<file path="src/rtl/core/lc3ie_pkg.sv">
// Shared types and constants for the LC-3 instruction execute block.
package lc3ie_pkg;

  localparam int MEM_AW    = 16;
  localparam int MEM_DEPTH = 1 << MEM_AW;

  localparam int RF_AW    = 3;
  localparam int RF_DEPTH = 1 << RF_AW;
  localparam int RF_PORTS = 2;

  localparam logic [15:0]      START_PC_RST = 16'h3000;
  localparam logic [RF_AW-1:0] LINK_REG     = 3'd7;

  localparam logic [2:0] FLAG_N = 3'b100;
  localparam logic [2:0] FLAG_Z = 3'b010;
  localparam logic [2:0] FLAG_P = 3'b001;

  typedef enum logic [1:0] {
    OP_EXEC  = 2'd0,
    OP_LOAD  = 2'd1,
    OP_SETPC = 2'd2
  } item_op_e;

  typedef enum logic [3:0] {
    I_BR   = 4'h0,
    I_ADD  = 4'h1,
    I_LD   = 4'h2,
    I_ST   = 4'h3,
    I_JSR  = 4'h4,
    I_AND  = 4'h5,
    I_LDR  = 4'h6,
    I_STR  = 4'h7,
    I_RTI  = 4'h8,
    I_NOT  = 4'h9,
    I_LDI  = 4'hA,
    I_STI  = 4'hB,
    I_JMP  = 4'hC,
    I_RSV  = 4'hD,
    I_LEA  = 4'hE,
    I_TRAP = 4'hF
  } isa_op_e;

  typedef struct packed {
    logic             en;
    logic [RF_AW-1:0] addr;
    logic [15:0]      data;
  } reg_wr_t;

  typedef struct packed {
    logic              en;
    logic [MEM_AW-1:0] addr;
    logic [15:0]       data;
  } mem_wr_t;

  typedef struct packed {
    logic              en;
    logic [MEM_AW-1:0] addr;
  } mem_rd_t;

  typedef struct packed {
    logic [15:0]      pc;
    logic [2:0]       cond;
    logic             reg_written;
    logic [RF_AW-1:0] reg_index;
    logic [15:0]      reg_value;
    logic             mem_written;
    logic [15:0]      mem_address;
    logic [15:0]      mem_value;
  } res_t;

endpackage

</file>
<file path="src/rtl/core/lc3ie_regfile.sv">
// Eight-entry general register file, two registered read ports with write bypass.
module lc3ie_regfile (
  input  logic                                      clk_i,
  input  logic                                      rst_ni,
  input  lc3ie_pkg::reg_wr_t                        wr_i,
  input  logic                                      rd_en_i,
  input  logic [lc3ie_pkg::RF_PORTS-1:0][lc3ie_pkg::RF_AW-1:0] rd_addr_i,
  output logic [lc3ie_pkg::RF_PORTS-1:0][15:0]      rd_data_o
);
  import lc3ie_pkg::*;

  logic [15:0]                mem_q [RF_DEPTH];
  logic [RF_DEPTH-1:0]        vld_q;
  logic [RF_PORTS-1:0][15:0]  ram_q;
  logic [RF_PORTS-1:0][15:0]  byp_q;
  logic [RF_PORTS-1:0]        use_byp_q;
  logic [RF_PORTS-1:0]        use_ram_q;

  always_ff @(posedge clk_i) begin
    if (wr_i.en) begin
      mem_q[wr_i.addr] <= wr_i.data;
    end
    if (rd_en_i) begin
      for (int p = 0; p < RF_PORTS; p++) begin
        ram_q[p] <= mem_q[rd_addr_i[p]];
        byp_q[p] <= wr_i.data;
      end
    end
  end

  always_ff @(posedge clk_i or negedge rst_ni) begin
    if (!rst_ni) begin
      vld_q     <= '0;
      use_byp_q <= '0;
      use_ram_q <= '0;
    end else begin
      if (wr_i.en) begin
        vld_q[wr_i.addr] <= 1'b1;
      end
      if (rd_en_i) begin
        for (int p = 0; p < RF_PORTS; p++) begin
          use_byp_q[p] <= wr_i.en && (wr_i.addr == rd_addr_i[p]);
          use_ram_q[p] <= vld_q[rd_addr_i[p]];
        end
      end
    end
  end

  always_comb begin
    for (int p = 0; p < RF_PORTS; p++) begin
      if (use_byp_q[p]) begin
        rd_data_o[p] = byp_q[p];
      end else if (use_ram_q[p]) begin
        rd_data_o[p] = ram_q[p];
      end else begin
        rd_data_o[p] = '0;
      end
    end
  end

endmodule

</file>
<file path="config.mk">
export PLATFORM = sky130hd
export DESIGN_NAME = lc3ie_regfile
export DESIGN_NICKNAME = d
export VERILOG_FILES = /design/src/rtl/core/lc3ie_pkg.sv /design/src/rtl/core/lc3ie_regfile.sv
export SDC_FILE = /design/constraint.sdc
export NUM_CORES = 1
export LEC_CHECK = 0
export BUFFER_PORTS_ARGS = -buffer_cell sky130_fd_sc_hd__buf_2
export CORE_MARGIN = 5
export CORE_UTILIZATION = 40
export DETAILED_ROUTE_END_ITERATION = 16
export PLACE_DENSITY = 0.58
export SKIP_LAST_GASP = 1
export SYNTH_ARGS = -nofsm -noshare
export SYNTH_HDL_FRONTEND = slang
export SYNTH_SLANG_ARGS = --single-unit
</file>
<file path="constraint.sdc">
create_clock -name clk_i -period 3.1 [get_ports clk_i]
set_input_delay 0 -clock clk_i [delete_from_list [all_inputs] [get_ports clk_i]]
set_output_delay 0 -clock clk_i [all_outputs]
set_load 0.05 [all_outputs]
</file>
; Word level (Yosys, flattened, before mapping)
; Memory sizes are Yosys's and may differ from the RTL's. A register that Yosys moved wholly into a read port is not among the register bits.
; Index checks and enable logic that the tools add are counted.
[word_totals]
elab_cells = 27
mem_bits_rw = 128
regBits = 28
memories = 1
out_inout_bits = 32
input_bits = 29
[classes]
muxes = 12
eq_ne = 2
order_cmp = 4
n_bitwise = 1
n_reduce_logical = 3
[memory_table]
columns = memory, words, word_bits, read_ports, rd_clocked_by_memory_dff, wr, line_no
row1 = mem_q, 8, 16, 2, 2, 1, lc3ie_regfile.sv:12  ; logic [15:0] mem_q [RF_DEPTH];
[op_table]
columns = operator, n
row1 = $mux W16, 4
row2 = $lt A3 B4 Y1 const B, 3
row3 = $or A8 B8 Y8, 1
row4 = $bmux W1 S3, 2
row5 = $eq A3 B3 Y1, 2
row6 = $mux W1, 5
row7 = $demux W1 S3, 1
row8 = $ge A3 B1 Y1 const B, 1
row9 = $logic_and A1 B1 Y1, 3

; Depth between registers and ports, before layout
[depth]
word_depth = 5
depth_mapped = 5
mapped_depth_nobuf = 3

; Worst setup path before layout
; OpenSTA, ideal clock, no wires.
[synth_path]
path_kind = reg-to-output
startpoint = register use_byp_q[0]
endpoint = output rd_data_o[14] in the netlist's numbering
n_path_buf = 2
arrival_ns = 1.856
path_slack_ns = 1.244
path_stages_with_launch = 4
cell_sequence = dfrtp_1 clkbuf_1 buf_1 o21ai_0
[synth_rtl]
columns = item, line_no
row1 = from (decl), lc3ie_regfile.sv:16  ; logic [RF_PORTS-1:0] use_byp_q;
row2 = "from (signal, indexed assignment)", lc3ie_regfile.sv:42  ; use_byp_q[p] <= wr_i.en && (wr_i.addr == rd_addr_i[p]);
row3 = to (decl), lc3ie_regfile.sv:8  ; output logic [lc3ie_pkg::RF_PORTS-1:0][15:0] rd_data_o

==> flow_metrics.env <==
export IMPL_syn_inst=396
export IMPL_clkPwrFrac_pct=36.4
export IMPL_htree_num_levels=4
export IMPL_fin_skew_ns=0.00711
export IMPL_slowest_stage="nor2_1"
export IMPL_outcome="completed"
export IMPL_io_buffer_count=60
export IMPL_antenna_found_initial=0
export IMPL_final_setup_violation_count=0
export IMPL_critical_path_max_stage_delay_ns=0.48
export IMPL_end_kind="output pin"
export IMPL_gp_routability_congestion=0.736
export IMPL_post_route_worst_setup_slack_ns=0.925
export IMPL_clock_path_buffers=2
export IMPL_seq_area_frac_synth_pct=66.6
export IMPL_post_synth_top_area_cell="edfxtp_1"
export IMPL_dp_cells=719
export IMPL_synthesized_area_um2=8390
export IMPL_coreArea_um2=20800
export IMPL_timing_max_transition_violations_final=0
export IMPL_timing_slew_headroom_pct=37.2
export IMPL_post_cts_setup_buffers=0
export IMPL_cts_buffers=17
export IMPL_power_leakage_nw=3.50
export IMPL_internal_power_mw=4.44
export IMPL_drt_iter0_markers=285
export IMPL_finalSetupTns_ns=0
export IMPL_fin_crit_sh_pct=70.2
export IMPL_dpl_cell_area_um2=9010
export IMPL_drt_first_pass_iters=4
export IMPL_grt_remaining_overflow=0
export IMPL_boundaryPins=61
export IMPL_design_area_um2=9800
export IMPL_share_of_final_layout_standard_cells_stronger_than_drive_strength_1_pct=34.7
export IMPL_rsz_0062_raised_after_global_routing="no"
export IMPL_tightestPinTransition_ns=0.942
export IMPL_max_freq_mhz=460
export IMPL_cts_sink_count=188
export IMPL_die_area_um2=24000
export IMPL_yosys_warnings=0
export IMPL_finalNetCount=512
export IMPL_path_class="reg2out"
export IMPL_cts_root_buf="clkbuf_16"
export IMPL_vias_in_the_first_global_route=4520
export IMPL_drc=0
export IMPL_die_x_um=155
export IMPL_start_util_pct=40.3
export IMPL_syn_avg_cell_area_um2=21.2
export IMPL_switchingPower_mw=1.42
export IMPL_synth_top_cell_area_share_pct=63.0
export IMPL_worstPathArrival_ns=2.17
export IMPL_postRouteAntennaNets=0
export IMPL_die_height_um=155
export IMPL_min_period_ns=2.17
export IMPL_critical_path_max_fanout=11
export IMPL_ctsResizeCount=0
export IMPL_maxCapViolCount=0
export IMPL_hold_path_class="in2reg"
export IMPL_main_area_contributors_after_synthesis="edfxtp_1 (63%), mux4_1 (15%), mux4_2 (4.8%)"
export IMPL_clk_pin_slew_ns=0.06
export IMPL_power_share_combinational_pct=13.2
export IMPL_synth_cell_type_count=21
export IMPL_post_dp_hpwl_mm=10.8
export IMPL_sequential_cell_fraction_of_total_power_pct=50.4
export IMPL_worst_setup_path_start_kind="flop"
export IMPL_area_delta_synth_final_pct=16.9
export IMPL_vias_per_cell=5.50
export IMPL_vias=4242
export IMPL_crit_path_cell_trace="inv_1, nor2_1, buf_4, a22o_1, buf_2"
export IMPL_grt_use_total_pct=15.8
export IMPL_vdd_drop_max_mv=0.335
export IMPL_routed_wire_length_per_instance_um=23.9
export IMPL_placement_stage_worst_setup_slack_ns=1.13
export IMPL_tritoncts="built"
export IMPL_clock_insertion_delay_worst_skew_ns=0.42
export IMPL_layoutNonFillerInstCount=771
export IMPL_syn_nets=425
export IMPL_hold_ws_ns=0.0494
export IMPL_wl_mm=18.4
export IMPL_finalHoldViolCount=0
export IMPL_antenna_cells_inserted=0
export IMPL_ys_ff_latch=188
export IMPL_fp_row_count=53
export IMPL_grt_max_degree=38
export IMPL_post_cts_hold_buffer_count=20
export IMPL_global_route_wire_length_before_repair_mm=27.7
export IMPL_pwr_density_cell_nw_per_um2=598
export IMPL_swShare_pct=24.2
export IMPL_worst_endpoint_required_time_ns=3.10
worst max-delay path: cells and delay by family, from the launching register on:
family,cells,cell delay (ns)
AND/OR/NAND/NOR,1,0.48
buffers and inverters,3,0.71
AO/OA/AOI/OAI,1,0.21
flip-flops,1,0.36
path summary, 6_finish.rpt:
check | cells past startpoint | end | slack (ns) | from
max reg2reg | 2 | ram_q[31] | 1.66 | mem_q[5][15]
min | 3 | use_byp_q[1] | 0.05 | wr_i[18]
max | 5 | rd_data_o[21] | 0.93 | use_ram_q[1]
max in group asynchronous | 3 | use_ram_q[1] | 2.11 | rst_ni
min in group asynchronous | 3 | vld_q[5] | 0.63 | rst_ni
min reg2reg | 1 | vld_q[4] | 0.50 | vld_q[4]
state kept, by name, summed over array words and instances, names as in the netlist:
register,count
byp_q,16
ram_q,32
use_ram_q,2
vld_q,8
use_byp_q,2
mem_q,128
stage by stage:
step                      power (mW)  utilization, %
after floorplan                 3.54               -
after global placement          3.76            43.3
after detailed placement        3.78            43.3
after CTS                       5.92            47.1
after global routing            6.07            47.1
final                           5.86            47.1
power groups by stage:
stage | combinational, mW | sequential, mW | clock (mW)
final | 0.776 | 2.95 | 2.13
after CTS | 0.789 | 2.95 | 2.18
after global routing | 0.821 | 2.96 | 2.28
after global placement | 0.758 | 3.00 | 0
after detailed placement | 0.767 | 3.01 | 0
after floorplan | 0.544 | 2.99 | 0
kinds of logic (layout without fill, tap and decap cells):
family                 Yosys count  after routing  share of synthesized area [%]
buffers and inverters           30            130                           2.21
XOR/XNOR                         6              6                          0.626
AND/OR/NAND/NOR                 30             30                           1.76
flip-flops                     188            188                           66.6
multiplexers                   108            108                           25.4
AO/OA/AOI/OAI                   34             34                           3.46
final cells by class:
type / instances / area (um2)
well taps: 275 / 344
flip-flops and latches: 188 / 5590
multi-input cells: 178 / 2640
clock inverters: 10 / 116
clock buffers: 22 / 474
inverters: 2 / 7.51
repair buffers: 96 / 633
fillers: 1763 / 11000
per-layer routing:
metal / global-route usage (%) / vias up / wire length [um]
met3: 3.08 / 17 / 830
met4: 4.71 / 0 / 218
li1: - / 1890 / -
met5: 0 / - / 0
met1: 19.4 / 2234 / 7270
met2: 28.2 / 101 / 10100
cell usage in the layout (no fill, tap or decap), types with 3 or more instances in the layout:
| cell type | n |
|---|---|
| mux2i_1 | 10 |
| edfxtp_1 | 176 |
| dfrtp_1 | 12 |
| clkbuf_16 | 17 |
| mux2_2 | 32 |
| buf_2 | 60 |
| or2_2 | 8 |
| clkbuf_8 | 3 |
| clkinvlp_4 | 5 |
| dlygate4sd3_1 | 20 |
| nand2_1 | 7 |
| a22o_1 | 30 |
| mux4_2 | 18 |
| mux4_1 | 48 |
| nand2b_1 | 5 |
| xor2_1 | 6 |
| nor2_2 | 6 |
| buf_4 | 15 |
cell usage after synthesis:
| cell type | number |
|---|---|
| mux2_2 | 32 |
| clkbuf_1 | 12 |
| edfxtp_1 | 176 |
| xor2_1 | 6 |
| inv_1 | 2 |
| buf_6 | 6 |
| mux4_2 | 18 |
| nor2_1 | 8 |
| buf_8 | 2 |
| or2_2 | 8 |
| o41ai_1 | 2 |
| buf_1 | 4 |
| mux2i_1 | 10 |
| dfrtp_1 | 12 |
| a22o_1 | 30 |
| o21ai_0 | 2 |
| nand2b_1 | 5 |
| nand2_1 | 7 |
| buf_2 | 4 |
| nor3_1 | 2 |
| mux4_1 | 48 |
Note: power is estimated with default switching activity, not from simulation.
